--- src/rtl/assert_macros.svh ---
// Assertion helpers shared by cmf_front, cmf_queue and cmf_back.
`ifndef ASSERT_MACROS_SVH
`define ASSERT_MACROS_SVH

// Consequent must hold in the same cycle as the antecedent.
`define ASSERT_IMP(name, clk, rst, ante, cons) \
   name: assert property (@(posedge clk) disable iff (rst) (ante) |-> (cons)) \
      else $error("implication check failed");

// Condition must hold on every clock edge outside reset.
`define ASSERT_ALWAYS(name, clk, rst, cond) \
   name: assert property (@(posedge clk) disable iff (rst) (cond)) \
      else $error("invariant check failed");

`endif

--- src/rtl/cmf_pkg.sv ---
package cmf_pkg;

   localparam logic [7:0]  PREAMBLE       = 8'h73;
   localparam logic [7:0]  PAD_BYTE       = 8'h00;
   localparam logic [15:0] CRC16_POLY     = 16'h1021;
   localparam int          HDR_DATA_BYTES = 9;
   localparam int          HDR_DATA_W     = HDR_DATA_BYTES * 8;
   localparam int          HDR_CNT_W      = $clog2(HDR_DATA_BYTES + 1);
   localparam int          CRC4_PERIOD    = 15;
   localparam int          CRC4_SHIFT     = 8;

   localparam logic KIND_HEADER  = 1'b0;
   localparam logic KIND_PAYLOAD = 1'b1;

   // x^n mod (x^4 + x + 1), n = 0..14
   localparam logic [3:0] CRC4_POW [CRC4_PERIOD] = '{
      4'h1, 4'h2, 4'h4, 4'h8, 4'h3, 4'h6, 4'hC, 4'hB,
      4'h5, 4'hA, 4'h7, 4'hE, 4'hF, 4'hD, 4'h9
   };

   typedef struct packed {
      logic                  is_header;
      logic                  last;
      logic [HDR_DATA_W-1:0] data;
   } entry_type;

   function automatic logic [15:0] crc16_byte(input logic [15:0] crc, input logic [7:0] b);
      logic [15:0] c;
      c = crc ^ {b, 8'h00};
      for (int i = 0; i < 8; i++) begin
         c = c[15] ? ({c[14:0], 1'b0} ^ CRC16_POLY) : {c[14:0], 1'b0};
      end
      return c;
   endfunction

   // 20 header bits followed by four zeros, init 0: h(x) * x^8 mod g(x)
   function automatic logic [3:0] crc4_header(input logic [19:0] h);
      logic [3:0] r;
      r = '0;
      for (int j = 0; j < 20; j++) begin
         if (h[j]) begin
            r = r ^ CRC4_POW[(j + CRC4_SHIFT) % CRC4_PERIOD];
         end
      end
      return r;
   endfunction

endpackage

--- src/rtl/cmf_front.sv ---
`include "assert_macros.svh"

module cmf_front (
   input  logic               clock,
   input  logic               reset,
   input  logic               req_valid,
   output logic               req_ready,
   input  logic               req_kind,
   input  logic [6:0]         req_message_type,
   input  logic [3:0]         req_message_subtype,
   input  logic [9:0]         req_payload_length,
   input  logic [31:0]        req_time_tag,
   input  logic [7:0]         req_payload_byte,
   input  logic               q_full,
   output logic               q_push,
   output cmf_pkg::entry_type q_push_entry
);
   import cmf_pkg::*;

   logic       in_frame_ff, in_frame_in;
   logic [9:0] bytes_left_ff, bytes_left_in;
   logic       accept;
   logic [19:0] h20;
   logic [3:0]  hcrc;

   assign req_ready = !q_full;
   assign accept    = req_valid && req_ready;

   assign h20  = {req_message_type, req_payload_length, 1'b0, 2'b01};
   assign hcrc = crc4_header(h20);

   always_comb begin
      in_frame_in   = in_frame_ff;
      bytes_left_in = bytes_left_ff;
      q_push        = 1'b0;
      q_push_entry.is_header = 1'b1;
      q_push_entry.last      = 1'b0;
      q_push_entry.data      = {h20, hcrc, req_message_subtype, 1'b1, req_time_tag, 11'b0};
      if (accept) begin
         if (req_kind == KIND_HEADER) begin
            q_push              = 1'b1;
            q_push_entry.last   = (req_payload_length == 10'd0);
            in_frame_in         = (req_payload_length != 10'd0);
            bytes_left_in       = req_payload_length;
         end else if (in_frame_ff) begin
            q_push                 = 1'b1;
            q_push_entry.is_header = 1'b0;
            q_push_entry.last      = (bytes_left_ff == 10'd1);
            q_push_entry.data      = {{(HDR_DATA_W-8){1'b0}}, req_payload_byte};
            bytes_left_in          = bytes_left_ff - 10'd1;
            in_frame_in            = (bytes_left_ff != 10'd1);
         end
      end
   end

   always_ff @(posedge clock) begin
      if (reset) begin
         in_frame_ff   <= 1'b0;
         bytes_left_ff <= '0;
      end else begin
         in_frame_ff   <= in_frame_in;
         bytes_left_ff <= bytes_left_in;
      end
   end

   `ASSERT_ALWAYS(a_frame_count, clock, reset, in_frame_ff == (bytes_left_ff != 10'd0))

endmodule

--- src/rtl/cmf_queue.sv ---
`include "assert_macros.svh"

module cmf_queue #(
   parameter int DEPTH = 4
) (
   input  logic               clock,
   input  logic               reset,
   input  logic               push,
   input  cmf_pkg::entry_type push_entry,
   output logic               full,
   input  logic               pop,
   output cmf_pkg::entry_type head,
   output logic               empty
);
   import cmf_pkg::*;

   localparam int PTR_W = $clog2(DEPTH);
   localparam int CNT_W = $clog2(DEPTH + 1);

   entry_type        mem_ff [DEPTH];
   logic [PTR_W-1:0] wr_ptr_ff, wr_ptr_in;
   logic [PTR_W-1:0] rd_ptr_ff, rd_ptr_in;
   logic [CNT_W-1:0] count_ff, count_in;

   function automatic logic [PTR_W-1:0] ptr_next(input logic [PTR_W-1:0] p);
      return (p == PTR_W'(DEPTH - 1)) ? '0 : p + 1'b1;
   endfunction

   assign full  = (count_ff == CNT_W'(DEPTH));
   assign empty = (count_ff == '0);
   assign head  = mem_ff[rd_ptr_ff];

   always_comb begin
      wr_ptr_in = push ? ptr_next(wr_ptr_ff) : wr_ptr_ff;
      rd_ptr_in = pop  ? ptr_next(rd_ptr_ff) : rd_ptr_ff;
      case ({push, pop})
         2'b10:   count_in = count_ff + 1'b1;
         2'b01:   count_in = count_ff - 1'b1;
         default: count_in = count_ff;
      endcase
   end

   always_ff @(posedge clock) begin
      if (push) begin
         mem_ff[wr_ptr_ff] <= push_entry;
      end
   end

   always_ff @(posedge clock) begin
      if (reset) begin
         wr_ptr_ff <= '0;
         rd_ptr_ff <= '0;
         count_ff  <= '0;
      end else begin
         wr_ptr_ff <= wr_ptr_in;
         rd_ptr_ff <= rd_ptr_in;
         count_ff  <= count_in;
      end
   end

   `ASSERT_IMP(a_no_overflow, clock, reset, push, !full)
   `ASSERT_IMP(a_no_underflow, clock, reset, pop, !empty)

endmodule

--- src/rtl/cmf_back.sv ---
`include "assert_macros.svh"

module cmf_back (
   input  logic               clock,
   input  logic               reset,
   input  logic               q_empty,
   input  cmf_pkg::entry_type q_head,
   output logic               q_pop,
   output logic               rsp_valid,
   input  logic               rsp_ready,
   output logic [7:0]         rsp_out_byte,
   output logic               rsp_frame_end
);
   import cmf_pkg::*;

   typedef enum logic [4:0] {
      ST_DATA   = 5'b00001,
      ST_HDR    = 5'b00010,
      ST_CRC_HI = 5'b00100,
      ST_CRC_LO = 5'b01000,
      ST_PAD    = 5'b10000
   } state_type;

   state_type             state_ff, state_in;
   logic [HDR_DATA_W-1:0] hdr_ff, hdr_in;
   logic [HDR_CNT_W-1:0]  hdr_cnt_ff, hdr_cnt_in;
   logic                  last_ff, last_in;
   logic [15:0]           crc_ff, crc_in;
   logic                  odd_ff, odd_in;
   logic                  rsp_valid_ff, rsp_valid_in;
   logic [7:0]            byte_ff, byte_in;
   logic                  end_ff, end_in;
   logic                  advance;
   logic                  emit;

   assign advance = !rsp_valid_ff || rsp_ready;

   always_comb begin
      state_in   = state_ff;
      hdr_in     = hdr_ff;
      hdr_cnt_in = hdr_cnt_ff;
      last_in    = last_ff;
      crc_in     = crc_ff;
      odd_in     = odd_ff;
      q_pop      = 1'b0;
      emit       = 1'b0;
      byte_in    = byte_ff;
      end_in     = 1'b0;
      if (advance) begin
         case (state_ff)
            ST_DATA: begin
               if (!q_empty) begin
                  q_pop = 1'b1;
                  emit  = 1'b1;
                  if (q_head.is_header) begin
                     byte_in    = PREAMBLE;
                     crc_in     = '0;
                     odd_in     = 1'b1;
                     hdr_in     = q_head.data;
                     hdr_cnt_in = HDR_CNT_W'(HDR_DATA_BYTES);
                     last_in    = q_head.last;
                     state_in   = ST_HDR;
                  end else begin
                     byte_in = q_head.data[7:0];
                     crc_in  = crc16_byte(crc_ff, q_head.data[7:0]);
                     odd_in  = !odd_ff;
                     if (q_head.last) begin
                        state_in = ST_CRC_HI;
                     end
                  end
               end
            end
            ST_HDR: begin
               emit       = 1'b1;
               byte_in    = hdr_ff[HDR_DATA_W-1 -: 8];
               hdr_in     = {hdr_ff[HDR_DATA_W-9:0], 8'h00};
               crc_in     = crc16_byte(crc_ff, hdr_ff[HDR_DATA_W-1 -: 8]);
               odd_in     = !odd_ff;
               hdr_cnt_in = hdr_cnt_ff - 1'b1;
               if (hdr_cnt_ff == HDR_CNT_W'(1)) begin
                  state_in = last_ff ? ST_CRC_HI : ST_DATA;
               end
            end
            ST_CRC_HI: begin
               emit     = 1'b1;
               byte_in  = crc_ff[15:8];
               odd_in   = !odd_ff;
               state_in = ST_CRC_LO;
            end
            ST_CRC_LO: begin
               emit    = 1'b1;
               byte_in = crc_ff[7:0];
               odd_in  = !odd_ff;
               // odd count so far means the frame closes even: no pad
               if (odd_ff) begin
                  end_in   = 1'b1;
                  state_in = ST_DATA;
               end else begin
                  state_in = ST_PAD;
               end
            end
            ST_PAD: begin
               emit     = 1'b1;
               byte_in  = PAD_BYTE;
               odd_in   = !odd_ff;
               end_in   = 1'b1;
               state_in = ST_DATA;
            end
            default: state_in = ST_DATA;
         endcase
      end
      rsp_valid_in = advance ? emit : rsp_valid_ff;
   end

   always_ff @(posedge clock) begin
      if (reset) begin
         state_ff     <= ST_DATA;
         hdr_cnt_ff   <= '0;
         last_ff      <= 1'b0;
         crc_ff       <= '0;
         odd_ff       <= 1'b0;
         rsp_valid_ff <= 1'b0;
      end else begin
         state_ff     <= state_in;
         hdr_cnt_ff   <= hdr_cnt_in;
         last_ff      <= last_in;
         crc_ff       <= crc_in;
         odd_ff       <= odd_in;
         rsp_valid_ff <= rsp_valid_in;
      end
   end

   always_ff @(posedge clock) begin
      hdr_ff <= hdr_in;
      if (advance && emit) begin
         byte_ff <= byte_in;
         end_ff  <= end_in;
      end
   end

   assign rsp_valid     = rsp_valid_ff;
   assign rsp_out_byte  = byte_ff;
   assign rsp_frame_end = end_ff;

   `ASSERT_IMP(a_busy_has_output, clock, reset,
      (state_ff == ST_HDR) || (state_ff == ST_CRC_LO) || (state_ff == ST_PAD), rsp_valid_ff)
   `ASSERT_IMP(a_end_closes_frame, clock, reset, rsp_valid_ff && end_ff, state_ff == ST_DATA)

endmodule

--- src/rtl/correction_message_framer.sv ---
// Correction message framer: builds transport frames byte by byte.
// Input (req_*): kind 0 starts a frame from the header fields, kind 1 carries
// one payload byte. Payload bytes outside a frame are taken and dropped.
// Output (rsp_*): one frame byte per transaction; rsp_frame_end marks the
// last byte (low CRC byte, or the zero pad when the frame length is odd).
// A header transaction yields 10 bytes (12 for zero payload length); the
// final payload byte yields 3 or 4 (byte, CRC high, CRC low, optional pad).
// Throughput: while rsp_ready is high, one output byte per cycle, set by the
// single output register in the emitter, and payload bytes stream at one per
// cycle. A 4-entry queue (QUEUE_DEPTH) between classifier and emitter absorbs
// header expansion. When rsp_ready is low the output byte holds, the emitter
// stalls, and req_ready drops once the queue fills. A header inside an open
// frame drops the unfinished frame without CRC and starts a new one.
// Reset (synchronous) empties the queue and clears frame and CRC state.
module correction_message_framer #(
   parameter int QUEUE_DEPTH = 4
) (
   input  logic        clock,
   input  logic        reset,
   input  logic        req_valid,
   output logic        req_ready,
   input  logic        req_kind,
   input  logic [6:0]  req_message_type,
   input  logic [3:0]  req_message_subtype,
   input  logic [9:0]  req_payload_length,
   input  logic [31:0] req_time_tag,
   input  logic [7:0]  req_payload_byte,
   output logic        rsp_valid,
   input  logic        rsp_ready,
   output logic [7:0]  rsp_out_byte,
   output logic        rsp_frame_end
);
   import cmf_pkg::*;

   entry_type push_entry;
   entry_type head;
   logic      push;
   logic      pop;
   logic      full;
   logic      empty;

   cmf_front u_front (
      .clock               (clock),
      .reset               (reset),
      .req_valid           (req_valid),
      .req_ready           (req_ready),
      .req_kind            (req_kind),
      .req_message_type    (req_message_type),
      .req_message_subtype (req_message_subtype),
      .req_payload_length  (req_payload_length),
      .req_time_tag        (req_time_tag),
      .req_payload_byte    (req_payload_byte),
      .q_full              (full),
      .q_push              (push),
      .q_push_entry        (push_entry)
   );

   cmf_queue #(
      .DEPTH (QUEUE_DEPTH)
   ) u_queue (
      .clock      (clock),
      .reset      (reset),
      .push       (push),
      .push_entry (push_entry),
      .full       (full),
      .pop        (pop),
      .head       (head),
      .empty      (empty)
   );

   cmf_back u_back (
      .clock         (clock),
      .reset         (reset),
      .q_empty       (empty),
      .q_head        (head),
      .q_pop         (pop),
      .rsp_valid     (rsp_valid),
      .rsp_ready     (rsp_ready),
      .rsp_out_byte  (rsp_out_byte),
      .rsp_frame_end (rsp_frame_end)
   );

endmodule

--- config.mk ---
export PLATFORM = sky130hd
export DESIGN_NAME = correction_message_framer
export DESIGN_NICKNAME = d
export VERILOG_FILES = /design/src/rtl/cmf_pkg.sv /design/src/rtl/cmf_front.sv /design/src/rtl/cmf_queue.sv /design/src/rtl/cmf_back.sv /design/src/rtl/correction_message_framer.sv
export VERILOG_INCLUDE_DIRS = /design/src /design/src/rtl
export SDC_FILE = /design/constraint.sdc
export NUM_CORES = 1
export LEC_CHECK = 0
export ABC_AREA = 1
export BUFFER_PORTS_ARGS = -buffer_cell sky130_fd_sc_hd__buf_2
export CAP_MARGIN = 10
export CORE_ASPECT_RATIO = 0.5
export CORE_MARGIN = 2
export CORE_UTILIZATION = 35
export CTS_BUF_LIST = sky130_fd_sc_hd__clkbuf_8
export DETAILED_ROUTE_END_ITERATION = 8
export HOLD_SLACK_MARGIN = 0.03
export SKIP_CTS_REPAIR_TIMING = 1
export SLEW_MARGIN = 0
export SYNTH_ARGS = -nofsm -noshare
export SYNTH_HDL_FRONTEND = slang
export SYNTH_SLANG_ARGS = --single-unit
--- constraint.sdc ---
create_clock -name clock -period 14.5 [get_ports clock]
set_input_delay 2.175 -clock clock [delete_from_list [all_inputs] [get_ports clock]]
set_output_delay 2.175 -clock clock [all_outputs]
set_load 0.02 [all_outputs]
; Yosys cells after proc, flatten, opt, wreduce, memory -nomap -nowiden
; Memories as Yosys holds them, arrays and structs flattened. A register that Yosys moved wholly into a read port is not among the register bits.
; Index checks and enable logic that the tools add are counted.
[word_totals]
memories = 1
out_inout_bits = 11
wordCells = 176
reg_bits = 127
ram_bits = 296
inputBits = 66
[mem_list]
columns = memory, depth, width, rd, rd_clocked_by_memory_dff, wr, line_no
row1 = u_queue.mem_ff, 4, 74, 1, 1, 1, cmf_queue.sv:20  ; entry_type mem_ff [DEPTH];
[classes]
eq_ne = 18
muxes = 81
add_sub_neg = 6
bitwise_logic = 35
reduce_logical = 21
[ops]
columns = cell, n
row1 = $mux 72, 3
row2 = $mux 13, 16
row3 = $mux 74, 2
row4 = $pmux 72 s2, 1
row5 = $not 3->3, 20
row6 = $mux 4, 12
row7 = $pmux 8 s5, 1
row8 = $mux 16, 2
row9 = $pmux 16 s2, 1
row10 = $xor 16x16->16, 2
row11 = $mux 5, 5
row12 = $mux 10, 2
row13 = $pmux 5 s4, 1
row14 = $mux 1, 17
row15 = $mux 8, 2
row16 = $reduce_and 4->1, 4
row17 = $mux 3, 5
row18 = $mux 2, 6
row19 = $not 2->2, 6
row20 = $eq 10x1->1 const B, 1
row21 = $logic_not 10->1, 1
row22 = $ne 10x1->1 const B, 1
row23 = $reduce_bool 10->1, 1
row24 = $sub 10x1->10 const B, 1
row25 = 30 further kinds, 48

; Depth between registers and ports, before layout
; Gate-level depths: netlist (run 1).
[depth]
ltp_word = 33
mapped_depth = 13
mapped_depth_nobuf = 13

; Modules after synthesis
; A second synthesis (run 1) with hierarchy kept.
[unflattened]
cells_unflattened = 1892
hier_area_um2 = 18948.2
[by_module_without_submodules]
columns = module, instances, cells_each, area_each_um2
row1 = cmf_queue, 1, 776, 11423.5
row2 = cmf_back, 1, 770, 5801.8
row3 = cmf_front, 1, 346, 1722.9

; Worst setup path after synthesis (run 1)
; Ideal clock, no wire load.
[synth_path]
path_type = input-to-reg
startpoint = input req_kind
endpoint = memory u_queue.mem_ff[0][0] in the netlist's numbering (enable)
slack_ns = 8.418
required_time_ns = 14.008
n_path_buf = 2
path_stages = 5
arrival_ns = 5.589
cell_sequence = buf_2 > a21oi_1 > inv_2 > buf_2 > nor2_1
[synth_between]
elab_chain_cells = 4
[synth_lines]
columns = element, line_no
row1 = start: declaration, correction_message_framer.sv:22  ; input logic req_kind,
row2 = $mux 1, cmf_front.sv:40  ; if (req_kind == KIND_HEADER) begin
row3 = $mux 1, cmf_front.sv:39  ; if (accept) begin
row4 = $mux 1, cmf_queue.sv:44  ; if (push) begin
row5 = $mux 1 (not written as such), cmf_queue.sv:45  ; mem_ff[wr_ptr_ff] <= push_entry;
row6 = end: declaration, cmf_queue.sv:20
; No other way between the ends.

; Worst setup path in the final report (run 1)
[layout_path]
startpoint = input req_kind
endpoint = memory u_queue.mem_ff[1][25] in the netlist's numbering (enable)
; Same word-level chain as after synthesis.

==> qor.txt, run 1 <==
status = completed
Final Skew = 24.7 ps
drt pass-1 iters = 5
Num CTS Buffers = 59
clock power share = 23.7%
initial antenna violation count = 3
footprint of the multi-input gates = 5010 sq um
# rows = 57
Clock Tree Root = clkbuf_8
VDD IR max = 0.104 mV
Seq pwr share = 47.8%
Initial Util = 35.6%
Final HPWL DP = 22700 microns
routed via count = 11854
DRC viols = 0
RSZ-0062 raised after global routing = no
Hold Path Class = reg2reg
vias in the first global route = 11386
total track usage = 15.5%
Gate Count Post-Synth = 1662
Syn Nets = 1740
filler cell count = 4674
Netlist cell types = 43
CTS Buffer Depth = 3
mapped cell area = 17300 sq um
WS Path Type = in2reg
Fin. Hold Viols = 0
first-pass GRT wire length = 62800 microns
Die H = 161 microns
Clock transition at path regs = 60 ps
CP endpoint kind = flip-flop
Seq/Total Area, Yosys = 66.0%
Die Wd = 319 microns
htree depth = 2
worst slew pin tran = 1130 ps
Max-Slew Margin vs Limit = 24.5%
post-route cell area = 19300 sq um
Leakage Power = 7.41 nW
I/O pin count = 77
multiplexer area fraction after synthesis = 0%
Synthesis Warnings = 0
drt via density = 4.88
Crit path required time = 14740 ps
gp weighted congestion = 0.840
switching power = 1.24 mW
Synth Area in Simple Gates = 16.1%
initial DRC count = 919
Routed WL per cell = 16.4 microns
commonest non-fill, non-tap cell in the layout = edfxtp_1
largest net degree at the start of global routing = 92
Setup WS post-layout = 10210 ps
most frequent cells in the layout = edfxtp_1 (349), nand2_1 (343), nor2_1 (229)
maximum clock frequency = 0.233 GHz
Clock Latency Late Sink = 630 ps
Nets = 1810
syn_area_per_cell = 10.4 sq um
Synth Area in Adders = 0.910%
CTS tree = done
Tmin final = 4290 ps
final setup violation count = 0
P&R area growth vs syn = 11.6%
FF/Latch Area = 11400 sq um
Comb power frac = 28.4%
type of origin of the critical path = input pin
layout cells sized above 1 = 10.5%
gr ovfl total = 0
Final Core Density = 39.7%
Switching Fraction = 35.7%
maximum fanout along the worst path = 67
port buffer count = 76
arrival time worst endpoint = 4530 ps
Synth Area in Compound Gates = 9.90%
Place WS = 9610 ps
clock sink count = 397
Routed Antenna Nets = 0
Core Area = 48700 sq um
Slew Viols, Final = 0
Post-Synth XOR/XNOR Area = 1.87%
largest family of logic cells by synthesized area = simple AND/OR/NAND/NOR gates
maxcap violations = 0
die area = 51400 sq um
final wirelength = 39700 microns
crit share post-route = 29.6%
Int Power = 2.23 mW
pwr dens = 179 nW/um^2
Yosys reg bits = 397
total negative slack = 0 ps
placed cell area = 18300 sq um
## synth_stat cells
cell type  number  area share, %
nor2_2          2          0.072
a211oi_1        4           0.17
nor2_1        233            5.0
clkinv_4        1          0.051
o21ai_0       161            4.7
nor4_1          1          0.036
nand2_1       343            7.4
inv_1         132            2.9
clkbuf_2        2          0.058
nor2_4          3           0.19
nand3b_1        2          0.087
buf_1           6           0.13
a31oi_1         8           0.29
edfxtp_1      349             60
xor2_1         16           0.81
dfxtp_1        48            5.5
buf_6           4           0.26
o211a_1         1          0.058
o21ai_2         1          0.051
nand3_1        79            2.3
nand4_1         2          0.072
o22ai_1        62            2.2
o21a_1          1          0.043
inv_4           1          0.036
a22oi_1         3           0.13
ha_1           11           0.79
clkinv_1        1          0.022
nor3b_1         1          0.043
buf_2          18           0.52
o21ai_1         8           0.23
buf_4           6           0.26
fa_1            1           0.12
nand4_4         2           0.25
a21oi_1        58            1.7
xnor2_1        21            1.1
o211ai_1        4           0.17
a221oi_1        2           0.10
or2_2           4           0.14
nand3_2         4           0.23
inv_2           5           0.11
o31ai_1         2          0.087
clkbuf_1       43           0.93
nor3_1          6           0.17
## worst max-delay path, cell delays in order
cell and delay [ps]:
buf_2 210, a21oi_1 680, inv_2 380, nor2_4 150, buf_4 850
## power groups by stage
stage	logic [mW]	registers, mW	clock network (mW)
after floorplan	0.731	1.65	0
after global placement	0.979	1.68	0
after detailed placement	0.991	1.68	0
after CTS	0.997	1.66	0.843
after global routing	1.13	1.68	0.893
final	0.985	1.66	0.823
## final timing paths
kind,cells after the start,slack [ps],to,from
setup / recovery,5,10210,u_queue.mem_ff[1][25]$_DFFE_PP_,req_kind
hold / removal,2,480,u_back.hdr_cnt_ff[3]$_SDFFE_PP0P_,u_back.hdr_cnt_ff[3]$_SDFFE_PP0P_
setup reg to reg,9,10660,u_back.hdr_ff[67]$_DFFE_PP_,u_back.state_ff[3]$_SDFFE_PP0P_
hold reg to reg,2,480,u_back.hdr_cnt_ff[3]$_SDFFE_PP0P_,u_back.hdr_cnt_ff[3]$_SDFFE_PP0P_
## registers in the layout, summed over array words and instances, names as in the netlist, named ones only
signal,cells
u_front.in_frame_ff,1
u_back.hdr_ff,72
u_back.rsp_frame_end,1
u_back.hdr_cnt_ff,4
u_back.rsp_out_byte,8
u_queue.count_ff,3
u_queue.mem_ff,268
u_back.last_ff,1
u_queue.wr_ptr_ff,2
u_back.rsp_valid,1
u_front.bytes_left_ff,10
u_back.crc_ff,16
u_queue.rd_ptr_ff,2
u_back.state_ff,5
u_back.odd_ff,1
## stage by stage
stage               total power, mW  cells  hold slack [ps]
global placement               2.66   2320              467
CTS                            3.50   2427              475
detailed placement             2.67   2320              465
floorplan                      2.38   1662              445
global route                   3.70   2427              497
finish                         3.47   2428              475
## logic make-up after synthesis
family / Yosys count
compound gates: 315
flops: 397
xor+xnor: 37
buf+inv: 219
simple gates: 682
fa+ha+maj: 12
## area by class of cell
type | count | share of cell area (%)
clock inverter | 48 | 1.25
clock buffer | 59 | 4.20
antenna | 1 | 0.0129
sequential | 397 | 59.2
inverter | 140 | 2.76
multi-input combinational | 1046 | 25.9
tap | 649 | 4.20
timing repair buffer | 88 | 2.43
## layer usage
metal  routed length [microns]  global-route usage (%)  vias up
li1                          -                       -     5855
met1                     18200                    21.2     5646
met2                     18400                    25.0      282
met3                      2360                    3.13       67
met4                       793                    4.37        4
met5                        21                       0        -
Power figures use the tool's default switching activity.
==> inputs of run 2 (changes only) <==
==> constraint.sdc (replaced) <==
create_clock -name clock -period 3.6 [get_ports clock]
set_input_delay 0.54 -clock clock [delete_from_list [all_inputs] [get_ports clock]]
set_output_delay 0.54 -clock clock [all_outputs]
set_load 0.02 [all_outputs]
==> run 2 against run 1 <==
Die area unchanged. Critical path type is now reg2reg. Worst setup slack got worse by 9300 ps. Worst hold slack worse by 220 ps. Flip-flop and latch count stayed put. Cell count is 0.29% higher. Register-to-register slack worse by 9700 ps. Global-route usage increased by 0.12 points. Utilization up 0.36 points.
==> qor.txt, run 2 (synthesized netlist as in run 1, its figures left out) <==
CTS tree = done
Worst R2R Setup Slack = 950 ps (-9710 ps)
Clock Tree Root = clkbuf_8
drt via density = 4.90 (+0.33%)
Die Wd = 319 microns (unchanged)
CP endpoint kind = flip-flop
VDD IR max = 0.475 mV (+360%)
routed via count = 11928 (+0.62%)
# rows = 57 (unchanged)
most frequent cells in the layout = edfxtp_1 (349), nand2_1 (343), nor2_1 (229)
layout cells sized above 1 = 11.1% (+0.62 points)
worst reg2reg path endpoint = u_back.crc_ff[12]$_SDFFE_PP0P_
type of origin of the critical path = flip-flop
Leakage Power = 7.46 nW (+0.74%)
die area = 51400 sq um (unchanged)
Final HPWL DP = 23200 microns (+2.1%)
Seq pwr share = 46.8% (-1.0 points)
RSZ-0062 raised after global routing = no
n_diodes = 0 (-1)
DRC viols = 0 (unchanged)
commonest non-fill, non-tap cell in the layout = edfxtp_1
footprint of the multi-input gates = 5010 sq um (unchanged)
gr ovfl total = 0 (unchanged)
Max-Slew Margin vs Limit = 30.6% (+6.1 points)
Slew Viols, Final = 0 (unchanged)
post-route cell area = 19500 sq um (+0.92%)
maximum fanout along the worst path = 65 (-3.0%)
Routed WL per cell = 16.7 microns (+1.8%)
total negative slack = 0 ps (unchanged)
final wirelength = 40600 microns (+2.1%)
Initial Util = 35.6% (unchanged)
Register-to-Register Path Depth = 11 (+2)
pwr dens = 727 nW/um^2 (+310%)
P&R area growth vs syn = 12.6%
CP Capture Point = u_back.crc_ff[12]$_SDFFE_PP0P_
Top reg by flops = u_queue.mem_ff
CTS Buffer Depth = 3 (unchanged)
vias in the first global route = 11581 (+1.7%)
I/O pin count = 77 (unchanged)
arrival time worst endpoint = 3160 ps (-1370 ps)
dpl cells = 2329 (+0.39%)
status = completed
drt pass-1 iters = 5 (unchanged)
Fin. Hold Viols = 0 (unchanged)
Routed Antenna Nets = 0 (unchanged)
maxcap violations = 0 (unchanged)
initial DRC count = 960 (+4.5%)
placed cell area = 18400 sq um (+0.85%)
Int Power = 9.10 mW (+310%)
Comb power frac = 29.1% (+0.7 points)
Hold Path Class = in2reg
Core Area = 48700 sq um (unchanged)
gp weighted congestion = 0.858 (+2.2%)
Final Skew = 47.1 ps (+22.4 ps)
WS Path Type = reg2reg
Nets = 1819 (+0.50%)
Clock transition at path regs = 60 ps (about the same)
largest net degree at the start of global routing = 132 (+43%)
filler cell count = 4730 (+1.2%)
FF/Latch Area = 11400 sq um (unchanged)
initial antenna violation count = 0 (-3)
maximum clock frequency = 0.377 GHz
crit share post-route = 73.6%
total track usage = 15.6% (+0.12 points)
final std cells w/o fill = 2435 (+0.29%)
Switching Fraction = 35.8% (+0.082 points)
htree depth = 2 (unchanged)
Crit path required time = 4110 ps (-10630 ps)
Hold Path Origin = req_payload_length[0]
Tmin final = 2650 ps
final setup violation count = 0 (unchanged)
max reg flops = 268 (unchanged)
worst slew pin tran = 1040 ps (-91.6 ps)
switching power = 5.08 mW (+310%)
clock power share = 24.2% (+0.5 points)
clock sink count = 397 (unchanged)
first-pass GRT wire length = 63700 microns (+1.4%)
Die H = 161 microns (unchanged)
Fin Hold WS = 255 ps (-221 ps)
top flop regs = u_queue.mem_ff x268, u_back.hdr_ff x72, u_back.crc_ff x16
port buffer count = 76 (unchanged)
Clock Latency Late Sink = 640 ps (about the same)
Num CTS Buffers = 59 (unchanged)
run 2: worst min path at each step:
stage / to / slack, ps / cells after the start
after detailed placement: u_back.hdr_cnt_ff[3]$_SDFFE_PP0P_ / 460 / 2
after floorplan: u_back.hdr_cnt_ff[3]$_SDFFE_PP0P_ / 450 / 2
after global placement: u_back.hdr_cnt_ff[3]$_SDFFE_PP0P_ / 460 / 2
after CTS: u_front.bytes_left_ff[0]$_SDFFE_PP0P_ / 210 / 3
after global routing: u_queue.mem_ff[0][41]$_DFFE_PP_ / 250 / 3
final: u_front.bytes_left_ff[0]$_SDFFE_PP0P_ / 250 / 3
run 2: per-layer routing:
metal  routed length (microns)  vias to the layer above  global-route usage, %
met5                         0                        -                      0
met4                       796                        0                   4.70
met3                      2160                       59                   2.63
met2                     18800                      304                   25.5
met1                     18800                     5695                   21.4
li1                          -                     5870                      -
run 2: critical path: stages, from the launching register on:
cell	delay (ps)
dfxtp_2	570
inv_2	140
buf_4	660
nand3_1	330
nand2_1	220
nand2_1	70
nand2_1	140
nand2_1	70
nand2_1	120
nand2_1	70
nand3_1	80
a21oi_1	70
run 2: layout make-up:
type	count	share of cell area [%]
well taps	649	4.16
multi-input cells	1046	25.7
inverters	140	2.73
repair buffers	97	3.21
clock buffers	59	4.16
clock inverters	47	1.37
flip-flops and latches	397	58.7
run 2: metrics by stage:
| step | utilization [%] | power, mW | setup WS [ps] |
|---|---|---|---|
| after floorplan | - | 9.60 | -894 |
| after global placement | 37.8 | 10.8 | 912 |
| after detailed placement | 37.8 | 10.8 | 900 |
| after CTS | 40.1 | 14.3 | 929 |
| after global routing | 40.1 | 15.1 | 673 |
| final | 40.1 | 14.2 | 949 |
run 2: power groups by stage:
stage                     Sequential (mW)  Combinational, mW  Clock [mW]
after detailed placement             6.71               4.13           0
after CTS                            6.62               4.14        3.50
final                                6.63               4.12        3.43
after global placement               6.71               4.08           0
after global routing                 6.70               4.65        3.72
after floorplan                      6.66               2.94           0
